**src/hdl/bfm_pkg.sv**
```systemverilog
package bfm_pkg;

	localparam int FRAMES      = 64;
	localparam int QUEUE_DEPTH = 128;
	localparam int PIN_BITS    = 16;
	localparam int PAGE_BITS   = 32;
	localparam int CQ_DEPTH    = 2;

	localparam int FRAME_W = $clog2(FRAMES);
	localparam int FCNT_W  = $clog2(FRAMES + 1);
	localparam int QIDX_W  = $clog2(QUEUE_DEPTH);
	localparam int QCNT_W  = $clog2(QUEUE_DEPTH + 1);
	localparam int SWEEP_W = QCNT_W + 1;
	localparam int CQ_IDX_W = $clog2(CQ_DEPTH);
	localparam int CQ_CNT_W = $clog2(CQ_DEPTH + 1);

	localparam logic [PIN_BITS-1:0] PIN_MAX = '1;

	typedef enum logic {
		OP_REQ = 1'b0,
		OP_REL = 1'b1
	} op_t;

	typedef enum logic [1:0] {
		ST_OK     = 2'd0,
		ST_FULL   = 2'd1,
		ST_ABSENT = 2'd2
	} status_t;

	typedef struct packed {
		op_t                  op;
		logic [PAGE_BITS-1:0] page;
		logic                 dirty;
	} cmd_t;

	typedef struct packed {
		status_t              status;
		logic [FRAME_W-1:0]   frame;
		logic                 hit;
		logic                 fetch;
		logic                 wb;
		logic [PAGE_BITS-1:0] vpage;
	} res_t;

	typedef struct packed {
		logic [PIN_BITS-1:0] pin;
		logic                dirty;
		logic                refm;
	} attr_t;

	localparam int ATTR_W = $bits(attr_t);

endpackage

```
**src/hdl/bfm_cmdq.sv**
```systemverilog
module bfm_cmdq import bfm_pkg::*; (
	input  logic clk,
	input  logic arst_n,
	input  logic in_valid,
	output logic in_ready,
	input  cmd_t in_cmd,
	output logic out_valid,
	input  logic out_ready,
	output cmd_t out_cmd
);

	cmd_t                mem_q [CQ_DEPTH];
	logic [CQ_IDX_W-1:0] wr_q;
	logic [CQ_IDX_W-1:0] rd_q;
	logic [CQ_CNT_W-1:0] cnt_q;
	logic                push;
	logic                pop;

	assign in_ready  = cnt_q != CQ_CNT_W'(CQ_DEPTH);
	assign out_valid = cnt_q != '0;
	assign out_cmd   = mem_q[rd_q];
	assign push      = in_valid && in_ready;
	assign pop       = out_valid && out_ready;

	always_ff @(posedge clk or negedge arst_n) begin
		if (!arst_n) begin
			wr_q  <= '0;
			rd_q  <= '0;
			cnt_q <= '0;
		end else begin
			if (push) begin
				wr_q <= (wr_q == CQ_IDX_W'(CQ_DEPTH - 1)) ? '0 : wr_q + 1'b1;
			end
			if (pop) begin
				rd_q <= (rd_q == CQ_IDX_W'(CQ_DEPTH - 1)) ? '0 : rd_q + 1'b1;
			end
			if (push && !pop) begin
				cnt_q <= cnt_q + 1'b1;
			end else if (pop && !push) begin
				cnt_q <= cnt_q - 1'b1;
			end
		end
	end

	always_ff @(posedge clk) begin
		if (push) begin
			mem_q[wr_q] <= in_cmd;
		end
	end

endmodule

```
**config.mk**
```make
export PLATFORM = sky130hd
export DESIGN_NAME = bfm_cmdq
export DESIGN_NICKNAME = d
export VERILOG_FILES = /design/src/hdl/bfm_pkg.sv /design/src/hdl/bfm_cmdq.sv
export SDC_FILE = /design/constraint.sdc
export NUM_CORES = 1
export LEC_CHECK = 0
export BUFFER_PORTS_ARGS = -buffer_cell sky130_fd_sc_hd__buf_2
export CAP_MARGIN = 20
export CORE_MARGIN = 10
export CORE_UTILIZATION = 40
export CTS_CLUSTER_DIAMETER = 200
export CTS_CLUSTER_SIZE = 10
export DETAILED_ROUTE_END_ITERATION = 6
export PLACE_DENSITY = 0.7
export SLEW_MARGIN = 10
export SYNTH_ARGS = -nofsm -noshare
export SYNTH_HDL_FRONTEND = slang
export SYNTH_SLANG_ARGS = --single-unit
```
**constraint.sdc**
```tcl
create_clock -name clk -period 4.6 [get_ports clk]
set_clock_uncertainty 0.05 [all_clocks]
set_input_delay 0.69 -clock clk [delete_from_list [all_inputs] [get_ports clk]]
set_output_delay 0.69 -clock clk [all_outputs]
set_load 0.02 [all_outputs]
```
### Yosys cells after proc, flatten, opt, wreduce, memory -nomap -nowiden

Memories as Yosys holds them, arrays and structs flattened.
Index checks and enable logic that the tools add are counted.

| operators by class | value |
|---|---|
| $add $sub $neg | 4 |
| multiplexer cells | 6 |
| equality and inequality tests | 1 |
| reduce and logical (&&, ||, !) cells | 8 |

Operators by type and width:

| cell | number |
|---|---|
| 1-bit logical AND | 4 |
| 1-bit two-way mux | 4 |
| 2-bit two-way mux | 2 |
| 2-bit nonzero test | 2 |
| 1-bit adder, second input constant | 2 |
| 2-bit by 1-bit adder with 2-bit output, second input constant | 1 |
| 1-bit zero test | 2 |
| 2-bit inequality test, second input constant | 1 |
| 2-bit by 1-bit subtractor with 2-bit output, second input constant | 1 |

| storage, ports and cells | value |
|---|---|
| memories | 1 |
| logic and storage cells | 23 |
| register bits | 4 |
| memory bits (writable) | 68 |
| input port bits | 38 |

Memory list:

| memory | words | bits a word | read ports | clocked after memory_dff | write ports | line | source |
|---|---|---|---|---|---|---|---|
| mem_q | 2 | 34 | 1 | 0 | 1 | bfm_cmdq.sv:12 | `cmd_t mem_q [CQ_DEPTH];` |

### Depth between registers and ports, before layout

| logic depth | value |
|---|---|
| depth after elaboration | 6 |
| depth in mapped cells | 7 |
| mapped depth without buffers | 7 |

### Worst setup path after synthesis

OpenSTA, ideal clock, no wires.

| timing | value |
|---|---|
| path kind | register -> register |
| start | register cnt_q[0] |
| end | memory mem_q[0][0] (netlist name) (enable) |
| stages on the path, launching flop included | 4 |
| data arrival time | 2.236 ns |
| data required time | 4.125 ns |
| slack | 1.888 ns |
| library setup time | 0.425 ns |
| cells stage by stage | dfrtp_1 > nand2b_1 > nand2_1 > nor2_1 |

| on the way | value |
|---|---|
| longest elaborated chain between the ends | 4 |

Ends and longest elaborated chain:

| item | line | source |
|---|---|---|
| start, declared | bfm_cmdq.sv:15 | `logic [CQ_CNT_W-1:0] cnt_q;` |
| start signal, assigned | bfm_cmdq.sv:38 | `cnt_q <= cnt_q + 1'b1;` |
| start signal, assigned | bfm_cmdq.sv:40 | `cnt_q <= cnt_q - 1'b1;` |
| 2-bit inequality test | bfm_cmdq.sv:19 | `assign in_ready = cnt_q != CQ_CNT_W'(CQ_DEPTH);` |
| named net in_ready | bfm_cmdq.sv:5 | `output logic in_ready,` |
| 1-bit logical AND | bfm_cmdq.sv:22 | `assign push = in_valid && in_ready;` |
| 1-bit two-way mux | bfm_cmdq.sv:46 | `if (push) begin` |
| 1-bit two-way mux (implied by the code) | bfm_cmdq.sv:47 | `mem_q[wr_q] <= in_cmd;` |
| end, declared | bfm_cmdq.sv:12 |  |

The timed path passes the listed nets, and every way through them passes these cells.

==> qor.json <==
{
  "timing": {
    "setup_slack_ns": 1.847,
    "worst_hold_slack_ns": 0.1071,
    "unrepaired_setup_endpoints_after_global_routing": "no",
    "slew_headroom_pct": 28.54,
    "worst-slew-pin-transition_ns": 1.072,
    "report.final.slew_viol_count": 0,
    "final_min_period_over_clock_period_pct": 59.86,
    "report.final.setup_viol": 0,
    "hold_viol_final": 0,
    "finalWorstPathRequiredPeriod_ns": 2.753,
    "max_freq_mhz": 363.2,
    "final.setup.tns_ns": 0
  },
  "global_route": {
    "grt_use_met1_pct": 10.16,
    "grt_most_used_layer": "met2",
    "grt_max_degree": 36,
    "grt.met2_usage_pct": 15.41,
    "grtUsageTotal_pct": 9.453,
    "first_global_vias": 1528,
    "grt_pass1_wl_mm": 8.079,
    "grt_util_met3_pct": 3.532,
    "gr_ovfl_total": 0,
    "grt_antenna_before_repair": 0
  },
  "logic_synthesis": {
    "netlist.top_cell.by_area": "edfxtp_1",
    "post_synth_inst_count": 124,
    "synth_cell_type_count": 15,
    "yosys_warnings": 0,
    "synth.avg_cell_area_um2": 22.57,
    "syn_nets": 163,
    "synth.area.top_cells": "edfxtp_1, mux2_4, dfrtp_1, buf_12, mux2_2",
    "synth_largest_type_area_fraction_pct": 72.95,
    "synth_area_mm2": 0.002799,
    "synth-seq-cells": 72,
    "seq_area_frac_synth_pct": 76.53
  },
  "clock_tree": {
    "clkSinkCount": 72,
    "cts-hold-fix-buffers": 0,
    "post_cts_resized": 0,
    "ctsRootBufferMaster": "clkbuf_8",
    "cts.reportedPaths.clkPinSlew_ns": 0.07,
    "numCtsBuffers": 9,
    "postCtsSetupBuffers": 0,
    "ctsHtreeMaxLevel": 3,
    "max-clock-path-buffers": 2,
    "worstSkewPairLatency_ns": 0.32,
    "cts_tree": "yes"
  },
  "place": {
    "dp_hpwl_mm": 3.488,
    "gp_congestion": 0.6574,
    "portBuffers": 73,
    "post-place-ws_ns": 2.165
  },
  "worst_hold_path": {
    "min-delay-path-class": "in -> async"
  },
  "route": {
    "antenna_violating_nets_post_route": 0,
    "routed-via-count": 1364,
    "wire_per_inst_um": 16.52,
    "detail_route.vias_per_cell": 4.472,
    "route.detailed.drc": 0,
    "drtPass1Iterations": 4,
    "drtIter0Drc": 33,
    "wl_mm": 5.040
  },
  "worst_setup_path": {
    "crit_path_max_incr_delay_ns": 1.06,
    "critical_path_required_ns": 3.86,
    "critical_path.max_fanout": 35,
    "startpoint": "rd_q$_DFFE_PN0P_",
    "crit_path_top_delay_cell": "dfrtp_2",
    "critical_path.n_buffers_inverters": 1,
    "crit_end": "out_cmd[13]",
    "r2r_cells": 3,
    "worst-path-stages": 2,
    "crit-reg2reg-capture": "mem_q[0][33]$_DFFE_PP_",
    "cp_cell_sequence": "mux2_2, buf_2",
    "start_kind": "register",
    "ff2ff_setup_slack_ns": 2.65,
    "crit-reg2reg-launch": "cnt_q[0]$_DFFE_PN0P_",
    "critical_path.top_delay_family": "flip-flops",
    "timing.critical_path.to_type": "output port",
    "critical_path_class": "reg -> out",
    "critical_path_at_ns": 2.01
  },
  "floorplan": {
    "design.core.area_mm2": 0.006794,
    "die_width_um": 103.7,
    "io_pins": 74,
    "placementRows": 30,
    "die_boundary_height_um": 103.7,
    "initial_utilization_pct": 41.20,
    "die_area_mm2": 0.01074
  },
  "layout": {
    "postLayoutCoreUtil_pct": 51.23,
    "layout-drive-gt1-share_pct": 59.81,
    "number_of_inserted_diodes": 0,
    "area.growth.synth_to_final_pct": 24.36,
    "design.final.nets": 243
  },
  "power": {
    "power.density_cell_area_mw_per_mm2": 690.9,
    "post-layout-total-power_mw": 2.405,
    "ir_drop_v": 0.0004133,
    "leakage_nw": 1.402
  },
  "run": {
    "cap_viol_max_count": 0
  },
  "run_status": {
    "status": "completed"
  }
}
kinds of logic after synthesis:
family / synth area share (%)
XOR/XNOR: 1.565
multiplexers: 17.57
AND/OR/NAND/NOR: 1.208
buffers and inverters: 2.682
adder cells (fa/ha/maj): 0.4470
flip-flops: 76.53
routing by layer:
layer,up-vias,routed length [um],part of all wire (%)
met5,-,0,0
met1,669,2005,40
li1,640,-,-
met4,0,92,1.8
met3,7,314,6.2
met2,48,2627,52
synthesized netlist by cell type:
| cell type | instances |
|---|---|
| edfxtp_1 | 68 |
| mux2_4 | 29 |
| mux2_2 | 5 |
| dfrtp_1 | 4 |
| buf_12 | 3 |
| xnor2_1 | 3 |
| nand2_1 | 2 |
| nor2_1 | 2 |
| xor2_1 | 2 |
| and3_1 | 1 |
| buf_6 | 1 |
| ha_1 | 1 |
| inv_1 | 1 |
| nand2b_1 | 1 |
| or2_1 | 1 |
registers in the layout (all words and copies together), names as in the netlist:
| name | count |
|---|---|
| mem_q | 68 |
| cnt_q | 2 |
| rd_q | 1 |
| wr_q | 1 |
area by class of cell:
class                   instances  area (um2)
clock buffers                   9       123.9
clock inverters                 7       133.9
fillers                       572        3313
inverters                       1       3.754
multi-input cells              47       590.6
flip-flops and latches         72        2143
well taps                      96       120.1
repair buffers                 73       365.4
layout by cell type (no fill, tap or decap), drive strengths merged:
cell type,n
and3,1
buf,73
bufinv,4
clkbuf,9
clkinv,3
dfrtp,4
edfxtp,68
ha,1
inv,1
mux2,34
nand2,2
nand2b,1
nor2,2
or2,1
xnor2,3
xor2,2
where the power goes:
| group | internal (mW) | leakage [nW] | switching [mW] |
|---|---|---|---|
| Clock | 0.411 | 0.131 | 0.217 |
| Sequential | 0.901 | 0.677 | 0.128 |
| Combinational | 0.361 | 0.594 | 0.387 |
| Total | 1.67 | 1.40 | 0.732 |
how the worst min path moves through the flow:
stage,end,start,depth (start not counted),slack (ns)
floorplan,cnt_q[0]$_DFFE_PN0P_,arst_n,0,0.34
global placement,cnt_q[1]$_DFFE_PN0P_,cnt_q[1]$_DFFE_PN0P_,1,0.43
detailed placement,wr_q$_DFFE_PN0P_,arst_n,1,0.45
CTS,wr_q$_DFFE_PN0P_,arst_n,1,0.09
global route,cnt_q[0]$_DFFE_PN0P_,arst_n,1,0.09
finish,wr_q$_DFFE_PN0P_,arst_n,1,0.11
through the flow:
stage / std cells / cell area, um2
after floorplan: 124 / 2799
after global placement: 289 / 3223
after detailed placement: 289 / 3223
after CTS: 305 / 3481
after global routing: 305 / 3481
final: 305 / 3481
(Power assumes the default switching activity.)
