### config.mk
export PLATFORM = sky130hd
export DESIGN_NAME = bfm_front
export DESIGN_NICKNAME = d
export VERILOG_FILES = /design/src/hdl/bfm_pkg.sv /design/src/hdl/bfm_front.sv
export SDC_FILE = /design/constraint.sdc
export NUM_CORES = 1
export LEC_CHECK = 0
export ABC_CLOCK_PERIOD_IN_PS = 2600
export BUFFER_PORTS_ARGS = -buffer_cell sky130_fd_sc_hd__clkbuf_2
export CAP_MARGIN = 20
export CORE_MARGIN = 2
export CORE_UTILIZATION = 40
export CTS_CLUSTER_DIAMETER = 40
export DETAILED_ROUTE_END_ITERATION = 8
export HOLD_SLACK_MARGIN = 0.12
export PLACE_DENSITY = 0.81
export SETUP_SLACK_MARGIN = 0.15
export SLEW_MARGIN = 5
export SYNTH_ARGS = -nofsm -noshare
export SYNTH_HDL_FRONTEND = slang
export SYNTH_SLANG_ARGS = --single-unit
### constraint.sdc
create_clock -name clk -period 2.6 [get_ports clk]
set_clock_uncertainty 0.1 [all_clocks]
set_input_delay 0.26 -clock clk [delete_from_list [all_inputs] [get_ports clk]]
set_output_delay 0.26 -clock clk [all_outputs]
set_load 0.1 [all_outputs]
### src/hdl/bfm_pkg.sv
package bfm_pkg;

	localparam int FRAMES      = 64;
	localparam int QUEUE_DEPTH = 128;
	localparam int PIN_BITS    = 16;
	localparam int PAGE_BITS   = 32;
	localparam int CQ_DEPTH    = 2;

	localparam int FRAME_W = $clog2(FRAMES);
	localparam int FCNT_W  = $clog2(FRAMES + 1);
	localparam int QIDX_W  = $clog2(QUEUE_DEPTH);
	localparam int QCNT_W  = $clog2(QUEUE_DEPTH + 1);
	localparam int SWEEP_W = QCNT_W + 1;
	localparam int CQ_IDX_W = $clog2(CQ_DEPTH);
	localparam int CQ_CNT_W = $clog2(CQ_DEPTH + 1);

	localparam logic [PIN_BITS-1:0] PIN_MAX = '1;

	typedef enum logic {
		OP_REQ = 1'b0,
		OP_REL = 1'b1
	} op_t;

	typedef enum logic [1:0] {
		ST_OK     = 2'd0,
		ST_FULL   = 2'd1,
		ST_ABSENT = 2'd2
	} status_t;

	typedef struct packed {
		op_t                  op;
		logic [PAGE_BITS-1:0] page;
		logic                 dirty;
	} cmd_t;

	typedef struct packed {
		status_t              status;
		logic [FRAME_W-1:0]   frame;
		logic                 hit;
		logic                 fetch;
		logic                 wb;
		logic [PAGE_BITS-1:0] vpage;
	} res_t;

	typedef struct packed {
		logic [PIN_BITS-1:0] pin;
		logic                dirty;
		logic                refm;
	} attr_t;

	localparam int ATTR_W = $bits(attr_t);

endpackage

### src/hdl/bfm_front.sv
module bfm_front import bfm_pkg::*; (
	input  logic                 clk,
	input  logic                 arst_n,
	input  logic                 in_valid,
	output logic                 in_ready,
	input  logic                 opcode,
	input  logic [PAGE_BITS-1:0] page_id,
	input  logic                 mark_dirty,
	output logic                 cmd_valid,
	input  logic                 cmd_ready,
	output cmd_t                 cmd
);

	logic vld_q;
	cmd_t cmd_q;

	assign in_ready  = !vld_q || cmd_ready;
	assign cmd_valid = vld_q;
	assign cmd       = cmd_q;

	always_ff @(posedge clk or negedge arst_n) begin
		if (!arst_n) begin
			vld_q <= 1'b0;
		end else if (in_ready) begin
			vld_q <= in_valid;
		end
	end

	// The dirty flag only matters for a release, so it is dropped for requests here.
	always_ff @(posedge clk) begin
		if (in_valid && in_ready) begin
			cmd_q.op    <= op_t'(opcode);
			cmd_q.page  <= page_id;
			cmd_q.dirty <= mark_dirty && (op_t'(opcode) == OP_REL);
		end
	end

endmodule

## After elaboration in Yosys (flattened, before gate mapping)

Index checks and enable logic that the tools add are counted.

| cells by class | value |
|---|---|
| multiplexer cells | 0 |
| bitwise logic cells | 0 |
| reductions and logical operators | 4 |
| multipliers | 0 |
| shifts and indexed selects | 0 |
| add/subtract/negate cells | 0 |
| magnitude comparators | 0 |
| equality and inequality tests | 0 |
| div/mod/pow operators | 0 |

Operator list:

| kind | number |
|---|---|
| 1-bit logical AND | 2 |
| 1-bit logical NOT | 1 |
| 1-bit logical OR | 1 |

| word-level totals | value |
|---|---|
| memories | 0 |
| bits in read-only memories | 0 |
| bits in latches | 0 |
| RAM bits | 0 |
| logic and storage cells | 8 |
| bits in registers | 35 |

## Longest topological paths before layout

Gate-level depths: netlist of run 1.

| logic depth | value |
|---|---|
| depth after elaboration | 3 |
| gate-level depth with buffers | 2 |

## Worst setup path after synthesis of run 1

Ideal clock, no wire load.

| timing path | value |
|---|---|
| path kind | register to register |
| from | register vld_q (netlist: cmd_valid) |
| to | register cmd_q, in the netlist cmd[0], enable pin |
| required time | 2218 ps |
| cell stages (with the launch flop) | 3 |
| clock period less this slack | 2082 ps |
| data arrival time | 1700 ps |
| path buffers | 0 |
| slack | 518 ps |
| cells stage by stage | dfrtp_1 -> nand2b_4 -> and2_4 |

| between the ends | value |
|---|---|
| longest elaborated chain between the ends | 3 |

RTL lines:

| element | line | source |
|---|---|---|
| start, declared | bfm_front.sv:14 | `logic vld_q;` |
| start signal, assigned | bfm_front.sv:25 | `vld_q <= in_valid;` |
| 1-bit logical NOT | bfm_front.sv:17 | `assign in_ready = !vld_q \|\| cmd_ready;` |
| 1-bit logical OR | bfm_front.sv:17 |  |
| net in_ready | bfm_front.sv:5 | `output logic in_ready,` |
| 1-bit logical AND | bfm_front.sv:31 | `if (in_valid && in_ready) begin` |
| end, declared | bfm_front.sv:15 | `cmd_t cmd_q;` |

The timed path passes the listed nets, and every way through them passes these cells.
A chain may end at the register's enable or synchronous reset.

## Worst setup path in the final report of run 1

| timing path | value |
|---|---|
| from | register vld_q (netlist: cmd_valid) |
| to | output port in_ready |

| between the ends | value |
|---|---|
| longest elaborated chain between the ends | 2 |

RTL lines:

| element | line |
|---|---|
| 1-bit logical NOT | bfm_front.sv:17 |
| 1-bit logical OR | bfm_front.sv:17 |
| end, declared | bfm_front.sv:5 |

Every way passes these cells.

==> results.json, run 1 <==
{
  "status": "finished clean",
  "relSlewSlack": 0.630,
  "reg2reg_slack_ns": 1.17,
  "yosys_most_used_dff": "edfxtp_1",
  "fin_crit_sh": 0.652,
  "core_um2": 2520,
  "grtUsageTotal": 0.202,
  "syn2layout_area_growth_pct": 78.8,
  "required_ns": 2.24,
  "finalCriticalPeriod_ns": 1.70,
  "start_util": 0.429,
  "r2r-start": "cmd_valid",
  "cts.reportedPaths.clkPinSlew_ns": 0.10,
  "max_clock_freq_mhz": 590,
  "syn_area_per_cell_um2": 27.7,
  "worstHoldStart": "page_id[1]",
  "ff2ff_path_depth": 2,
  "path_max_fanout": 3,
  "grt_pass1_vias": 884,
  "min_path_cells": 2,
  "drive_above_1_share": 0.519,
  "antenna_cells": 0,
  "fp-row-count": 18,
  "dr_wl_met2_um": 1490,
  "die_y_um": 56.0,
  "max-cap-violations": 0,
  "vias": 833,
  "met1_length_um": 1030,
  "maxSlewViolCount": 0,
  "synth_most_common_cell": "edfxtp_1",
  "drt_iter0_markers": 21,
  "vias_per_cell": 4.43,
  "hold_class": "primary input to flip-flop",
  "cellPowerDensity_nw_per_um2": 692,
  "syn-cell-area_um2": 1080,
  "ctsRootBufferMaster": "clkbuf_4",
  "nNetsFinal": 195,
  "yosys_register_bits": 35,
  "antenna_found_initial": 0,
  "ant_nets": 0,
  "placement.io_buffers": 73,
  "crit_slowest_cell": "dfrtp_1",
  "worstSkewPairLatency_ns": 0.33,
  "cts_resized": 0,
  "wl_met3_um": 342,
  "postPlaceCellArea_um2": 1480,
  "syn_inst": 39,
  "irDropWorstVdd_mv": 0.566,
  "routed_wl_um": 2870,
  "ys_types": 6,
  "die_area_um2": 3130,
  "grt_pass1_wl_um": 4460,
  "die_width_um": 56.0,
  "cp_top_family": "flip-flops",
  "slowest_delay_ns": 0.45,
  "cp-start-kind": "flip-flop",
  "path_cells": "nand2b_4 -> clkbuf_2",
  "setup_viol": 0,
  "gp_congestion": 0.698,
  "io_pins": 74,
  "power.leakage_uw": 0.000853,
  "drt-pass1-iter-count": 4,
  "numCtsBuffers": 5,
  "clk_path_buf_depth": 2,
  "ys_warn_count": 0,
  "worst_pin_slew_ns": 0.557,
  "fillers": 157,
  "crit_type": "flip-flop to primary output",
  "crit_buf_inv": 1,
  "hold_viol": 0,
  "end_kind": "primary output",
  "min_to": "cmd[2]",
  "rsz0062_at_grt": "no",
  "crit_path_start": "cmd_valid",
  "drt-wirelength-per-cell_um": 15.3,
  "r2r_end": "cmd[11]",
  "ys_seq_area_frac": 0.968,
  "fin_area_um2": 1930,
  "synthTopCellsByArea": "edfxtp_1, dfrtp_1, nand2b_4, and2_4, and2_1",
  "cp_data_arrival_time_ns": 1.34,
  "synth-edff-count": 34,
  "drc": 0,
  "cts_tree": "done",
  "tns_ns": 0,
  "yosysTopAreaCellShare": 0.944,
  "gr-total-overflow": 0,
  "cts_sinks": 35,
  "syn-num-nets": 77,
  "async_flop_share": 0.0286,
  "grt_max_degree": 35,
  "htree_num_levels": 2,
  "yosysTopAreaCell": "edfxtp_1",
  "routed.top_layer": "met4"
}
worst register-to-register path: stages, from the launching register on:
cell and delay [ns]:
dfrtp_1 0.45, nand2b_4 0.11, and2_4 0.43
worst max path at each step:
stage	end	slack (ns)	depth (start not counted)
floorplan	cmd[0]	0.52	2
global placement	cmd[1]	1.27	2
detailed placement	cmd[13]	1.23	2
CTS	in_ready	0.93	2
global route	in_ready	0.86	2
finish	in_ready	0.90	2
state kept, by name, indices dropped and copies added, names as in the netlist:
name,count
cmd,34
cmd_valid,1
stage by stage:
| stage | hold WS [ns] | total power, µW | utilization | worst slack [ns] | instances |
|---|---|---|---|---|---|
| 6_report | 0.538 | 1340 | 0.766 | 0.904 | 188 |
| 3_5_place_dp | -0.0601 | 974 | 0.588 | 1.23 | 142 |
| 5_1_grt | 0.517 | 1380 | 0.766 | 0.858 | 188 |
| 2_1_floorplan | -0.136 | 915 | - | 0.518 | 39 |
| 4_1_cts | 0.512 | 1350 | 0.766 | 0.930 | 188 |
| 3_3_place_gp | -0.0634 | 969 | 0.588 | 1.27 | 142 |
power breakdown:
part	switching, µW	internal (µW)	leakage [µW]
sequential	10.2	656	0.000335
clock	168	159	0.0000386
combinational	265	78.7	0.000479
total	444	894	0.000853
per-layer routing:
metal / vias up / track usage
li1: 388 / -
met1: 385 / 0.215
met2: 58 / 0.334
met3: 2 / 0.116
met4: 0 / 0.0714
met5: - / 0
cell type report:
cell class	instances	area [µm²]	area share
tap	30	37.5	0.0194
sequential	35	1050	0.541
clock buffer	8	68.8	0.0356
multi-input combinational	4	35.0	0.0181
timing repair buffer	111	746	0.386
cells in the final DEF (no fill, tap or decap):
cell,n
and2_1,1
and2_4,1
clkbuf_1,1
clkbuf_2,73
clkbuf_4,5
clkbuf_8,2
dfrtp_1,1
dlygate4sd3_1,38
edfxtp_1,34
nand2b_1,1
nand2b_4,1
cell families after synthesis:
group | after synthesis | synth area share
flops | 35 | 0.968
simple gates | 4 | 0.0324
what timing repair did:
item,in CTS,in global routing
hold buffers,38,0
buffers inserted,0,0
setup endpoints to repair,0,0
hold endpoints to repair,36,0
Note: power is estimated with default switching activity, not from simulation.
==> inputs of run 2 (changes only) <==
--- a/config.mk
+++ b/config.mk
@@ -5,15 +5,15 @@
 export SDC_FILE = /design/constraint.sdc
 export NUM_CORES = 1
 export LEC_CHECK = 0
-export ABC_CLOCK_PERIOD_IN_PS = 2600
+export ABC_CLOCK_PERIOD_IN_PS = 1800
 export BUFFER_PORTS_ARGS = -buffer_cell sky130_fd_sc_hd__clkbuf_2
 export CAP_MARGIN = 20
 export CORE_MARGIN = 2
-export CORE_UTILIZATION = 40
+export CORE_UTILIZATION = 39
 export CTS_CLUSTER_DIAMETER = 40
 export DETAILED_ROUTE_END_ITERATION = 8
 export HOLD_SLACK_MARGIN = 0.12
-export PLACE_DENSITY = 0.81
+export PLACE_DENSITY = 0.79
 export SETUP_SLACK_MARGIN = 0.15
 export SLEW_MARGIN = 5
 export SYNTH_ARGS = -nofsm -noshare
==> constraint.sdc (replaced) <==
create_clock -name clk -period 1.8 [get_ports clk]
set_clock_uncertainty 0.1 [all_clocks]
set_input_delay 0.18 -clock clk [delete_from_list [all_inputs] [get_ports clk]]
set_output_delay 0.18 -clock clk [all_outputs]
set_load 0.1 [all_outputs]
==> run 2 against run 1 <==
- utilization fell by 4.1 points
- power rose by 49%
- design area rose by 0.78%
- sequential share of layout area fell by 0.22 points
- critical path depth did not move
- routed wire length fell by 6.2%
- via count fell by 3.7%
==> results.json, run 2 (same netlist as run 1, synthesis figures left out) <==
{
  "pwr-share-comb": 0.249,
  "largest_reg_flops": 34,
  "cp-start-kind": "flip-flop",
  "die_y_um": 56.7,
  "routed_wl_um": 2700,
  "maxSlewViolCount": 0,
  "relSlewSlack": 0.618,
  "end_kind": "primary output",
  "syn2layout_area_growth_pct": 80.2,
  "max-cap-violations": 0,
  "p_sw_uw": 645,
  "cts_tree": "done",
  "finalCriticalPeriod_ns": 1.53,
  "rsz0062_at_grt": "no",
  "pwr-share-seq": 0.482,
  "htree_num_levels": 2,
  "ant_nets": 0,
  "fillers": 169,
  "required_ns": 1.52,
  "gp_congestion": 0.691,
  "setup_viol": 0,
  "clk_path_buf_depth": 2,
  "ctsRootBufferMaster": "clkbuf_4",
  "fin_crit_sh": 0.853,
  "die_area_um2": 3210,
  "hold_viol": 0,
  "sw_frac_of_total": 0.324,
  "irDropWorstVdd_mv": 0.907,
  "ff2ff_path_depth": 2,
  "drt-pass1-iter-count": 2,
  "placement.io_buffers": 73,
  "r2r_end": "cmd[26]",
  "seq_area_um2": 1050,
  "cts.reportedPaths.clkPinSlew_ns": 0.10,
  "final_cell_mix": "clkbuf_2, dlygate4sd3_1, edfxtp_1",
  "crit_path_start": "cmd_valid",
  "numCtsBuffers": 5,
  "holdWs_ns": 0.462,
  "core_um2": 2690,
  "pwr-share-clk": 0.269,
  "cts_setup_buffers": 0,
  "antenna_cells": 0,
  "vias_per_cell": 4.24,
  "cellPowerDensity_nw_per_um2": 1020,
  "drt-wirelength-per-cell_um": 14.3,
  "worstSetupEndpoint": "in_ready",
  "pre_cts_slack_ns": 0.365,
  "crit_type": "flip-flop to primary output",
  "path_max_fanout": 3,
  "reg2reg_slack_ns": 0.34,
  "worstSkewPairLatency_ns": 0.32,
  "max_clock_freq_mhz": 652,
  "setup_ws_ns": 0.265,
  "cp_data_arrival_time_ns": 1.25,
  "status": "finished clean",
  "die_width_um": 56.7,
  "gr-total-overflow": 0,
  "grt_max_degree": 35,
  "io_pins": 74,
  "final_common_cell": "clkbuf_2",
  "internal_power_uw": 1350,
  "grt_pass1_wl_um": 4060,
  "vias": 802,
  "dpl.cell_count": 143,
  "drc": 0,
  "worst_pin_slew_ns": 0.576,
  "fp-row-count": 19,
  "instances_no_fill": 189,
  "hold_class": "primary input to flip-flop",
  "grt_pass1_vias": 886,
  "drt_iter0_markers": 13,
  "grtUsageTotal": 0.180,
  "start_util": 0.402,
  "antenna_found_initial": 0,
  "r2r-start": "cmd_valid",
  "cts_sinks": 35,
  "nNetsFinal": 195,
  "multi_input_area_um2": 35.0,
  "power.leakage_uw": 0.000857,
  "drive_above_1_share": 0.525
}
## run 2: stage by stage
stage          power [µW]  cell area, µm²   util  TNS [ns]
2_1_floorplan        1320            1080      -   -0.0868
3_3_place_gp         1400            1490  0.554         0
3_5_place_dp         1410            1490  0.554         0
4_1_cts              2000            1950  0.724         0
5_1_grt              2060            1950  0.725         0
6_report             1990            1950  0.725         0
## run 2: worst min path at each step
stage | from | end | slack (ns) | cells after the start
detailed placement | arst_n | cmd_valid | -0.14 | 1
CTS | cmd_ready | cmd[24] | 0.42 | 3
finish | page_id[11] | cmd[12] | 0.46 | 2
floorplan | arst_n | cmd_valid | -0.22 | 0
global route | page_id[19] | cmd[20] | 0.44 | 2
global placement | arst_n | cmd_valid | -0.14 | 1
## run 2: timing repair
action                     4_1_cts  5_1_grt
hold endpoints to repair        36        0
hold buffers                    38        0
resized for setup                0        2
setup endpoints to repair        0        1
## run 2: layout make-up
class / count / area share
flip-flops and latches: 35 / 0.539
repair buffers: 111 / 0.384
clock inverters: 3 / 0.0199
well taps: 31 / 0.0199
clock buffers: 5 / 0.0193
multi-input cells: 4 / 0.0180
## run 2: layer usage
metal	part of all wire	global-route usage	routed length (µm)
met5	0	0	0
met4	0.021	0.102	56
met3	0.12	0.0968	316
met2	0.49	0.281	1330
met1	0.37	0.193	993
## run 2: worst max-delay path, stage by stage, from the launching register on
cell	delay, ns
dfrtp_4	0.51
nand2b_4	0.09
clkbuf_4	0.33
## run 2: power by group through the flow
stage               logic (µW)  registers [µW]  clock network (µW)
CTS                        492             961                 546
global route               512             966                 578
global placement           424             977                   0
detailed placement         427             979                   0
floorplan                 32.3            1290                   0
finish                     497             962                 535
