**src/hdl/bfm_pkg.sv**
```systemverilog
package bfm_pkg;

	localparam int FRAMES      = 64;
	localparam int QUEUE_DEPTH = 128;
	localparam int PIN_BITS    = 16;
	localparam int PAGE_BITS   = 32;
	localparam int CQ_DEPTH    = 2;

	localparam int FRAME_W = $clog2(FRAMES);
	localparam int FCNT_W  = $clog2(FRAMES + 1);
	localparam int QIDX_W  = $clog2(QUEUE_DEPTH);
	localparam int QCNT_W  = $clog2(QUEUE_DEPTH + 1);
	localparam int SWEEP_W = QCNT_W + 1;
	localparam int CQ_IDX_W = $clog2(CQ_DEPTH);
	localparam int CQ_CNT_W = $clog2(CQ_DEPTH + 1);

	localparam logic [PIN_BITS-1:0] PIN_MAX = '1;

	typedef enum logic {
		OP_REQ = 1'b0,
		OP_REL = 1'b1
	} op_t;

	typedef enum logic [1:0] {
		ST_OK     = 2'd0,
		ST_FULL   = 2'd1,
		ST_ABSENT = 2'd2
	} status_t;

	typedef struct packed {
		op_t                  op;
		logic [PAGE_BITS-1:0] page;
		logic                 dirty;
	} cmd_t;

	typedef struct packed {
		status_t              status;
		logic [FRAME_W-1:0]   frame;
		logic                 hit;
		logic                 fetch;
		logic                 wb;
		logic [PAGE_BITS-1:0] vpage;
	} res_t;

	typedef struct packed {
		logic [PIN_BITS-1:0] pin;
		logic                dirty;
		logic                refm;
	} attr_t;

	localparam int ATTR_W = $bits(attr_t);

endpackage

```
**src/hdl/bfm_ram.sv**
```systemverilog
module bfm_ram #(
	parameter int WIDTH = 8,
	parameter int DEPTH = 16
) (
	input  logic                     clk,
	input  logic                     we,
	input  logic [$clog2(DEPTH)-1:0] waddr,
	input  logic [WIDTH-1:0]         wdata,
	input  logic [$clog2(DEPTH)-1:0] raddr,
	output logic [WIDTH-1:0]         rdata
);

	logic [WIDTH-1:0] mem_q [DEPTH];
	logic [WIDTH-1:0] rdata_q;

	always_ff @(posedge clk) begin
		if (we) begin
			mem_q[waddr] <= wdata;
		end
		rdata_q <= mem_q[raddr];
	end

	assign rdata = rdata_q;

endmodule

```
**src/hdl/bfm_back.sv**
```systemverilog
module bfm_back import bfm_pkg::*; (
	input  logic clk,
	input  logic arst_n,
	input  logic cmd_valid,
	output logic cmd_ready,
	input  cmd_t cmd,
	output logic res_valid,
	input  logic res_ready,
	output res_t res
);

	typedef enum logic [6:0] {
		S_IDLE = 7'b0000001,
		S_LOOK = 7'b0000010,
		S_SWRD = 7'b0000100,
		S_SWQ  = 7'b0001000,
		S_SWA  = 7'b0010000,
		S_SWP  = 7'b0100000,
		S_OUT  = 7'b1000000
	} state_t;

	state_t               state_q;
	cmd_t                 cmd_q;
	res_t                 res_q;
	logic [FRAME_W-1:0]   idx_q;
	logic [FRAME_W-1:0]   vf_q;
	logic                 vdirty_q;
	logic [FRAMES-1:0]    valid_q;
	logic [FCNT_W-1:0]    free_cnt_q;
	logic [QIDX_W-1:0]    q_head_q;
	logic [QCNT_W-1:0]    q_cnt_q;
	logic [SWEEP_W-1:0]   sw_n_q;
	logic [SWEEP_W-1:0]   sw_lim_q;

	logic                 pg_we;
	logic [FRAME_W-1:0]   pg_waddr;
	logic [FRAME_W-1:0]   pg_raddr;
	logic [PAGE_BITS-1:0] pg_rdata;
	logic                 at_we;
	logic [FRAME_W-1:0]   at_waddr;
	attr_t                at_wdata;
	logic [FRAME_W-1:0]   at_raddr;
	logic [ATTR_W-1:0]    at_rdata;
	logic                 qu_we;
	logic [FRAME_W-1:0]   qu_wdata;
	logic [FRAME_W-1:0]   qu_rdata;

	attr_t                cur;
	logic                 look_match;
	logic                 look_last;
	logic [PIN_BITS-1:0]  pin_inc;
	logic [PIN_BITS-1:0]  pin_dec;
	logic                 rel_push;
	logic                 push_ok;
	logic [QCNT_W:0]      tail_sum;
	logic [QIDX_W-1:0]    tail;
	logic [QIDX_W-1:0]    head_next;
	logic [FRAME_W-1:0]   free_top;
	logic                 sw_more;

	assign cur        = attr_t'(at_rdata);
	assign look_match = valid_q[idx_q] && (pg_rdata == cmd_q.page);
	assign look_last  = idx_q == FRAME_W'(FRAMES - 1);
	assign pin_inc    = (cur.pin == PIN_MAX) ? cur.pin : cur.pin + 1'b1;
	assign pin_dec    = (cur.pin != '0) ? cur.pin - 1'b1 : cur.pin;
	assign rel_push   = cur.pin == PIN_BITS'(1);
	assign push_ok    = q_cnt_q < QCNT_W'(QUEUE_DEPTH);
	assign tail_sum   = (QCNT_W + 1)'(q_head_q) + (QCNT_W + 1)'(q_cnt_q);
	assign tail       = (tail_sum >= (QCNT_W + 1)'(QUEUE_DEPTH))
		? QIDX_W'(tail_sum - (QCNT_W + 1)'(QUEUE_DEPTH)) : QIDX_W'(tail_sum);
	assign head_next  = (q_head_q == QIDX_W'(QUEUE_DEPTH - 1)) ? '0 : q_head_q + 1'b1;
	assign free_top   = FRAME_W'(free_cnt_q - 1'b1);
	assign sw_more    = (sw_n_q < sw_lim_q) && (q_cnt_q != '0);

	assign cmd_ready = state_q == S_IDLE;
	assign res_valid = state_q == S_OUT;
	assign res       = res_q;

	bfm_ram #(.WIDTH(PAGE_BITS), .DEPTH(FRAMES)) u_page_ram (
		.clk   (clk),
		.we    (pg_we),
		.waddr (pg_waddr),
		.wdata (cmd_q.page),
		.raddr (pg_raddr),
		.rdata (pg_rdata)
	);

	bfm_ram #(.WIDTH(ATTR_W), .DEPTH(FRAMES)) u_attr_ram (
		.clk   (clk),
		.we    (at_we),
		.waddr (at_waddr),
		.wdata (at_wdata),
		.raddr (at_raddr),
		.rdata (at_rdata)
	);

	bfm_ram #(.WIDTH(FRAME_W), .DEPTH(QUEUE_DEPTH)) u_queue_ram (
		.clk   (clk),
		.we    (qu_we),
		.waddr (tail),
		.wdata (qu_wdata),
		.raddr (q_head_q),
		.rdata (qu_rdata)
	);

	// Memory port control. Read addresses are issued ahead of use, as the memories register their read data.
	always_comb begin
		pg_we    = 1'b0;
		pg_waddr = idx_q;
		pg_raddr = idx_q;
		at_we    = 1'b0;
		at_waddr = idx_q;
		at_wdata = '{pin: PIN_BITS'(1), dirty: 1'b0, refm: 1'b1};
		at_raddr = idx_q;
		qu_we    = 1'b0;
		qu_wdata = idx_q;
		case (state_q)
			S_IDLE: begin
				pg_raddr = '0;
				at_raddr = '0;
			end
			S_LOOK: begin
				if (look_match) begin
					at_we = 1'b1;
					if (cmd_q.op == OP_REQ) begin
						at_wdata = '{pin: pin_inc, dirty: cur.dirty, refm: 1'b1};
					end else begin
						at_wdata = '{pin: pin_dec, dirty: cur.dirty || cmd_q.dirty,
							refm: cur.refm};
						qu_we = rel_push && push_ok;
					end
				end else if (!look_last) begin
					pg_raddr = idx_q + 1'b1;
					at_raddr = idx_q + 1'b1;
				end else if (cmd_q.op == OP_REQ && free_cnt_q != '0) begin
					pg_we    = 1'b1;
					pg_waddr = free_top;
					at_we    = 1'b1;
					at_waddr = free_top;
				end
			end
			S_SWQ: begin
				at_raddr = qu_rdata;
			end
			S_SWA: begin
				if (cur.pin == '0 && cur.refm) begin
					at_we    = 1'b1;
					at_waddr = vf_q;
					at_wdata = '{pin: cur.pin, dirty: cur.dirty, refm: 1'b0};
					qu_we    = push_ok;
					qu_wdata = vf_q;
				end else if (cur.pin == '0) begin
					pg_raddr = vf_q;
				end
			end
			S_SWP: begin
				pg_we    = 1'b1;
				pg_waddr = vf_q;
				at_we    = 1'b1;
				at_waddr = vf_q;
			end
			default: begin
			end
		endcase
	end

	always_ff @(posedge clk or negedge arst_n) begin
		if (!arst_n) begin
			state_q    <= S_IDLE;
			valid_q    <= '0;
			free_cnt_q <= FCNT_W'(FRAMES);
			q_head_q   <= '0;
			q_cnt_q    <= '0;
			cmd_q      <= '0;
			res_q      <= '0;
			idx_q      <= '0;
			vf_q       <= '0;
			vdirty_q   <= 1'b0;
			sw_n_q     <= '0;
			sw_lim_q   <= '0;
		end else begin
			case (state_q)
				S_IDLE: begin
					if (cmd_valid) begin
						cmd_q   <= cmd;
						idx_q   <= '0;
						state_q <= S_LOOK;
					end
				end
				S_LOOK: begin
					if (look_match) begin
						res_q <= '{status: ST_OK, frame: idx_q, hit: cmd_q.op == OP_REQ,
							fetch: 1'b0, wb: 1'b0, vpage: '0};
						if (cmd_q.op == OP_REL && rel_push && push_ok) begin
							q_cnt_q <= q_cnt_q + 1'b1;
						end
						state_q <= S_OUT;
					end else if (!look_last) begin
						idx_q <= idx_q + 1'b1;
					end else if (cmd_q.op == OP_REL) begin
						res_q <= '{status: ST_ABSENT, frame: '0, hit: 1'b0, fetch: 1'b0,
							wb: 1'b0, vpage: '0};
						state_q <= S_OUT;
					end else if (free_cnt_q != '0) begin
						free_cnt_q        <= free_cnt_q - 1'b1;
						valid_q[free_top] <= 1'b1;
						res_q <= '{status: ST_OK, frame: free_top, hit: 1'b0, fetch: 1'b1,
							wb: 1'b0, vpage: '0};
						state_q           <= S_OUT;
					end else begin
						res_q <= '{status: ST_OK, frame: '0, hit: 1'b0, fetch: 1'b0,
							wb: 1'b0, vpage: '0};
						sw_lim_q <= {q_cnt_q, 1'b0};
						sw_n_q   <= '0;
						state_q  <= S_SWRD;
					end
				end
				S_SWRD: begin
					if (sw_more) begin
						q_head_q <= head_next;
						q_cnt_q  <= q_cnt_q - 1'b1;
						sw_n_q   <= sw_n_q + 1'b1;
						state_q  <= S_SWQ;
					end else begin
						res_q.status <= ST_FULL;
						state_q      <= S_OUT;
					end
				end
				S_SWQ: begin
					vf_q    <= qu_rdata;
					state_q <= S_SWA;
				end
				S_SWA: begin
					if (cur.pin != '0) begin
						state_q <= S_SWRD;
					end else if (cur.refm) begin
						if (push_ok) begin
							q_cnt_q <= q_cnt_q + 1'b1;
						end
						state_q <= S_SWRD;
					end else begin
						vdirty_q <= cur.dirty;
						state_q  <= S_SWP;
					end
				end
				S_SWP: begin
					res_q.frame <= vf_q;
					res_q.fetch <= 1'b1;
					res_q.wb    <= vdirty_q;
					res_q.vpage <= vdirty_q ? pg_rdata : '0;
					state_q     <= S_OUT;
				end
				S_OUT: begin
					if (res_ready) begin
						state_q <= S_IDLE;
					end
				end
				default: begin
					state_q <= S_IDLE;
				end
			endcase
		end
	end

	a_qcnt_bound: assert property (@(posedge clk) disable iff (!arst_n)
		q_cnt_q <= QCNT_W'(QUEUE_DEPTH))
		else $error("sweep queue count beyond depth");

	a_free_bound: assert property (@(posedge clk) disable iff (!arst_n)
		free_cnt_q <= FCNT_W'(FRAMES))
		else $error("free count beyond frame count");

	a_sweep_empty: assert property (@(posedge clk) disable iff (!arst_n)
		(state_q == S_SWRD) |-> (free_cnt_q == '0))
		else $error("sweep started with free frames left");

	a_fail_clean: assert property (@(posedge clk) disable iff (!arst_n)
		(state_q == S_OUT && res_q.status != ST_OK) |->
		(res_q.frame == '0 && !res_q.hit && !res_q.fetch && !res_q.wb))
		else $error("failed result carries data");

endmodule
```
**config.mk**
```make
export PLATFORM = sky130hd
export DESIGN_NAME = bfm_back
export DESIGN_NICKNAME = d
export VERILOG_FILES = /design/src/hdl/bfm_pkg.sv /design/src/hdl/bfm_ram.sv /design/src/hdl/bfm_back.sv
export SDC_FILE = /design/constraint.sdc
export NUM_CORES = 2
export LEC_CHECK = 0
export BUFFER_PORTS_ARGS = -buffer_cell sky130_fd_sc_hd__buf_2
export CELL_PAD_IN_SITES_DETAIL_PLACEMENT = 0
export CELL_PAD_IN_SITES_GLOBAL_PLACEMENT = 2
export CORE_AREA = 2 2 822 824
export CTS_CLUSTER_DIAMETER = 40
export CTS_CLUSTER_SIZE = 28
export DETAILED_ROUTE_END_ITERATION = 7
export DIE_AREA = 0 0 824 826
export PLACE_DENSITY = 0.51
export SETUP_SLACK_MARGIN = 0.3
export SLEW_MARGIN = 15
export SYNTH_ARGS = -nofsm -noshare
export SYNTH_HDL_FRONTEND = slang
export SYNTH_SLANG_ARGS = --single-unit
export TNS_END_PERCENT = 20
```
**constraint.sdc**
```tcl
create_clock -name clk -period 9.1 [get_ports clk]
set_input_delay 0.91 -clock clk [delete_from_list [all_inputs] [get_ports clk]]
set_output_delay 0.91 -clock clk [all_outputs]
set_load 0.01 [all_outputs]
```
# Word-level counts from Yosys, hierarchy flattened
# Memories as Yosys holds them, arrays and structs flattened. A register that Yosys moved wholly into a read port is not among the register bits.
# Index checks and enable logic that the tools add are counted.
# classes
n_addsub	10
n_mul	0
div_mod_pow	0
n_lt_le_gt_ge	6
n_eq_ne	26
shift	0
mux	76
bitwise	6
n_reduce_logical	30
# op_table
op	count
$mux 43	3
$mux 7	10
$pmux 34 s2	1
$mux 6	11
$or 64x64->64	1
$mux 18	3
$pmux 6 s3	3
$pmux 7 s7	1
$mux 8	6
$mux 9	5
$mux 41	1
$pmux 18 s2	1
$pmux 6 s2	3
$eq 32x32->1	1
$mux 16	2
$mux 32	1
$pmux 8 s3	1
$ne 2x2->1 const B	11
$pmux 9 s2	1
$add 16x1->16 const B	1
$eq 16x1->1 const B	1
$eq 16x16->1 const B	1
$logic_not 16->1	1
$mux 1	16
42 further kinds	68
# word_totals
reg_bits	200
latch_bits	0
mem_bits_rw	3968
romBits	0
input_bits	38
output_inout_bits	45
word_cells	176
mem_count	3
# mem_list
name	words	width	rd	rd_clocked_by_memory_dff	wr	line	rtl
u_page_ram.mem_q	64	32	1	1	1	bfm_ram.sv:13	logic [WIDTH-1:0] mem_q [DEPTH];
u_attr_ram.mem_q	64	18	1	1	1	bfm_ram.sv:13	
u_queue_ram.mem_q	128	6	1	1	1	bfm_ram.sv:13	

# Longest topological paths before layout
# logic_depth
word_depth	8
ltp_mapped	19
depth_no_buf	14

# Cells and area by module
# A second synthesis with hierarchy kept.
# unflattened
cells_unflattened	7682
area_unflattened_um2	164247.5
# by_module_without_submodules
module	n_inst	cells_per_inst	area_each_um2	seq_area_each_um2
bfm_ram at u_page_ram	1	3324	78515.3	62139.6
bfm_ram at u_attr_ram	1	2069	44958.1	34953.5
bfm_ram at u_queue_ram	1	1271	29923.7	23182.2
bfm_back	1	1018	10850.4	5007.3

# Worst setup path after synthesis
# No wires, ideal clock.
# synth_timing
path_type	register to register
start	reg u_attr_ram.rdata_q[5], in the netlist u_attr_ram.rdata[5], read port of u_attr_ram.mem_q
end	mem u_queue_ram.mem_q[0][0] (netlist name), data pin
setup_ns	1.197
arrival_time_ns	6.787
required_time_ns	7.903
path_slack_ns	1.116
path_stages_with_launch	9
n_path_buf	2
synth_period_minus_slack_ns	7.984
path_cell_list	dfxtp_1 -> clkbuf_1 -> nor4_1 -> and4_1 -> nand2_1 -> inv_1 -> nand3_1 -> clkbuf_1 -> o21ai_0
# synth_between
elab_chain_cells	4
# synth_rtl
element	line	rtl
from (decl)	bfm_ram.sv:14	logic [WIDTH-1:0] rdata_q;
$logic_not 16->1	bfm_back.sv:146	if (cur.pin == '0 && cur.refm) begin
$logic_and 1x1->1	bfm_back.sv:146	
$mux 6	bfm_back.sv:146	
$mux 6	bfm_back.sv:117	case (state_q)
named net qu_wdata[0]	bfm_back.sv:45	logic [FRAME_W-1:0] qu_wdata;
to (decl)	bfm_ram.sv:13	
# The timed path passes the listed nets, and every way through them passes these cells.

# Worst setup path in the final report
# layout_timing
start	reg cmd_q[24] (netlist name)
end	reg u_page_ram.rdata_q[8], in the netlist u_page_ram.rdata[8], read port of u_page_ram.mem_q
# layout_between
elab_chain_cells	4
# layout_rtl
element	line	rtl
from (decl)	bfm_back.sv:23	cmd_t cmd_q;
from (signal assigned)	bfm_back.sv:185	cmd_q <= cmd;
$eq 32x32->1	bfm_back.sv:62	assign look_match = valid_q[idx_q] && (pg_rdata == cmd_q.page);
$logic_and 1x1->1	bfm_back.sv:62	
$mux 6	bfm_back.sv:123	if (look_match) begin
$pmux 6 s3	bfm_back.sv:117	
to (decl)	bfm_ram.sv:14	
# Every way passes these cells.
# A chain may end at the register's enable or synchronous reset.

==> summary.md <==
| Metric | Value |
|---|---|
| Status | complete, no violations |
| Syn-to-layout area delta | 24.1% |
| Hold WC Path Type | in2reg |
| Share of the clock period used by the worst path | 0.814 |
| Routed wl met2 | 290,000 um |
| Fillers | 65.2k |
| Cts bufs inserted | 721 |
| Post-synth top flop | edfxtp_1 |
| Clock sinks | 4,224 |
| CTS tree | yes |
| Worst Path Max Fanout | 34 |
| DR top layer | met5 |
| Minimum clock period | 7.41 ns |
| Wl on met1 | 253,000 um |
| Vert. Die Dim | 826 um |
| Internal Power | 0.0431 W |
| Largest vdd supply drop | 0.299 mV |
| H-tree depth | 6 |
| Post-synth ARST share | 0.0473 |
| Max Cap Violations | 0 |
| Sequential power share | 0.382 |
| Fmax | 135 MHz |
| Largest buffer count on any clock path | 4 |
| Final Instance Area | 0.208 mm2 |
| Met3 wire len | 30,200 um |
| Via Count | 96.9k |
| RSZ-0062 raised after global routing | no |
| Mapped Cells | 10.4k |
| Final GP Congestion | 0.792 |
| Initial DRT Pass Iterations | 6 |
| Required @ worst endpoint | 9.95 ns |
| Net Count, Synth | 10.5k |
| Worst skew pair latency | 1.12 ns |
| Die ar. | 0.681 mm2 |
| Detailed Place HPWL | 367,000 um |
| Overall Global Routing Usage | 0.167 |
| Vias/cell | 4.70 |
| # setup viols final | 0 |
| Antenna violations before repair | 80 |
| Starting Density | 0.250 |
| Area of the core | 0.671 mm2 |
| Comb pwr share | 0.157 |
| Unique masters post-synth | 91 |
| Clock slew at reported path FFs | 0.05 ns |
| Fin. max-slew vios | 0 |
| Setup Skew | 0.110 ns |
| Slew margin rel. | 0.159 |
| DRT iter0 DRCs | 8,388 |
| Final Hold Vio Count | 0 |
| Worst Setup Start Kind | flop |
| Register area share after synthesis | 0.748 |
| Total gr overflow | 0 |
| CP endpoint kind | flop |
| Avg Cell Area, Syn | 16.1 um2 |
| Port Buffers | 82 |
| DRC viols | 0 |
| Setup total negative slack | 0 ns |
| Power density cells | 294 mW/mm2 |
| First-pass GRT wire length | 809,000 um |
| ANT nets after route | 0 |
| Slew @ Worst Pin | 1.26 ns |
| Die width | 824 um |
| Drt total wl | 588,000 um |
| Synth warn | 0 |
| Synthesized cell area | 0.168 mm2 |
| Number of global-route vias before repair | 97.4k |
| EDFF count, synth | 3,968 |
| Cts repair resizes | 0 |
| Crit path kind | reg2reg |
| Placed Area | 0.182 mm2 |
| Multi-input logic area | 0.0409 mm2 |
| Share of cells above drive strength 1 | 0.192 |
| Critical path arrival | 8.26 ns |
| Core Rows | 301 |
| Largest net degree at the start of global routing | 141 |
| Routed length per instance | 28.5 um |
| IO Pins | 83 |
| Nets@finish | 11.1k |
| Switching Share | 0.293 |
| Yosys reg bits | 4,224 |
| Clk pwr share | 0.461 |
| Net Switching | 0.0179 W |
| Root buffer cell | clkbuf_16 |
| FF/Latch Area | 0.125 mm2 |
| Leakage Power | 69.8 nW |
-- metal layers --
metal  vias to the layer above  track usage
met4                         2       0.0429
met2                      2893        0.288
met5                         -            0
met1                     51100        0.220
met3                       757       0.0261
li1                      42200            -
-- power groups by stage --
stage | Sequential [W] | Combinational (W) | Clock (W)
3_3_place_gp | 0.0237 | 0.00970 | 0
5_1_grt | 0.0233 | 0.0101 | 0.0295
4_1_cts | 0.0233 | 0.00981 | 0.0287
6_report | 0.0233 | 0.00956 | 0.0281
3_5_place_dp | 0.0237 | 0.00979 | 0
2_1_floorplan | 0.0241 | 0.00458 | 0
-- what timing repair did --
action	in CTS	in global routing
setup buffers	0	0
setup endpoints to repair	0	0
hold endpoints to repair	60	0
hold buffers	1	0
-- cells in the final DEF, fill, tap and decap left out, types with 56 or more instances in the layout --
cell type   instances
nand2_1          1439
edfxtp_1         3968
clkinv_1           76
o21ai_0           108
a32oi_1           192
o22ai_1            67
nand4_1           108
inv_6              75
clkbuf_1           81
nor2_4            117
buf_12             72
a22oi_1            65
clkbuf_16         729
nor2_1            222
mux2i_1          1156
o21bai_1           68
dfxtp_1            56
nand3_1           522
bufinv_16          98
clkinvlp_4         67
buf_4             282
mux4_2            257
clkinv_2           97
a31oi_1            68
dfrtp_1           161
a21oi_1            82
nor3_1            401
buf_2              81
-- path summary, 6_finish.rpt --
path | startpoint | to | slack [ns] | cells past startpoint
setup / recovery | cmd_q[24] | u_page_ram.rdata[8] | 1.69 | 13
hold / removal | cmd[18] | cmd_q[18] | 0.18 | 3
hold reg to reg | free_cnt_q[6] | free_cnt_q[6] | 0.46 | 1
setup reg to reg | cmd_q[24] | u_page_ram.rdata[8] | 1.69 | 13
min in group asynchronous | arst_n | res[11] | 0.60 | 2
max in group asynchronous | arst_n | q_head_q[2] | 6.99 | 3
-- through the flow --
step	power, W	cells	setup slack, ns	hold WS, ns	utilization
6_report	0.0610	20600	1.69	0.184	0.310
4_1_cts	0.0618	20600	1.76	0.0588	0.310
5_1_grt	0.0630	20600	1.55	0.0931	0.310
3_5_place_dp	0.0335	19200	1.78	0.455	0.271
2_1_floorplan	0.0286	10400	1.12	0.422	-
3_3_place_gp	0.0334	19100	1.77	0.446	0.269
-- cells by family (layout without fill, tap and decap cells) --
kind of cell             after synthesis  count (layout)  share of synthesized area
XOR/XNOR                              78              78                    0.00408
buffers and inverters                665            1850                     0.0169
AND/OR/NAND/NOR                     3031            3031                     0.0802
adder cells (fa/ha/maj)               28              28                    0.00218
multiplexers                        1451            1451                      0.106
AO/OA/AOI/OAI                        957             957                     0.0426
flip-flops                          4224            4224                      0.748
other                                  0              52                          0
-- synth_stat cells, types with 12 or more instances --
master | n | area [um2]
a2111oi_0 | 12 | 105
a211oi_1 | 19 | 143
a21o_1 | 16 | 120
a21oi_1 | 85 | 425
a22o_1 | 38 | 333
a22oi_1 | 66 | 495
a2bb2oi_1 | 18 | 158
a31oi_1 | 69 | 432
a32oi_1 | 192 | 1680
and2_1 | 20 | 125
and3_1 | 23 | 144
and4_1 | 36 | 315
buf_1 | 61 | 229
buf_2 | 193 | 966
clkbuf_1 | 359 | 1350
dfrtp_1 | 198 | 4950
dfxtp_1 | 56 | 1120
edfxtp_1 | 3968 | 119000
ha_1 | 26 | 325
inv_1 | 32 | 120
mux2_2 | 38 | 428
mux2i_1 | 1156 | 11600
mux4_2 | 257 | 5790
nand2_1 | 1458 | 5470
nand3_1 | 524 | 2620
nand4_1 | 108 | 676
nor2_1 | 364 | 1370
nor3_1 | 406 | 2030
nor4_1 | 19 | 119
o21ai_0 | 117 | 586
o21bai_1 | 69 | 518
o22ai_1 | 68 | 425
o41a_1 | 30 | 338
o41ai_1 | 65 | 569
or4_1 | 21 | 158
xnor2_1 | 27 | 236
xor2_1 | 51 | 447
-- worst max-delay path: stages, from the launching register on --
cell	delay (ns)
dfrtp_2	0.89
xor2_1	0.20
nor4_1	0.39
nand4_1	0.63
or4_1	0.91
o21ai_0	0.67
a21boi_2	0.53
a21o_4	0.66
buf_12	0.34
buf_4	0.24
nor3_1	0.08
o41ai_1	0.84
and4_1	0.45
nand4_1	0.25
-- sequential cells by signal, indices dropped and copies added (netlist names), 6 cells and up --
| name | count |
|---|---|
| idx_q | 6 |
| q_head_q | 7 |
| cmd_q | 34 |
| valid_q | 64 |
| sw_n_q | 9 |
| u_page_ram.rdata | 32 |
| res | 43 |
| u_queue_ram.rdata | 6 |
| sw_lim_q | 8 |
| u_page_ram.mem_q | 2048 |
| q_cnt_q | 8 |
| vf_q | 6 |
| u_attr_ram.mem_q | 1152 |
| u_queue_ram.mem_q | 768 |
| free_cnt_q | 7 |
| state_q | 7 |
| u_attr_ram.rdata | 18 |
-- layout make-up --
cell class | instances | area share
Antenna cell | 52 | 0.000626
Clock buffer | 818 | 0.0897
Clock inverter | 536 | 0.0332
Inverter | 32 | 0.000578
Multi-Input combinational cell | 5545 | 0.197
Sequential cell | 4224 | 0.603
Tap cell | 8938 | 0.0538
Timing Repair Buffer | 464 | 0.0225
Note: power is estimated with default switching activity, not from simulation.
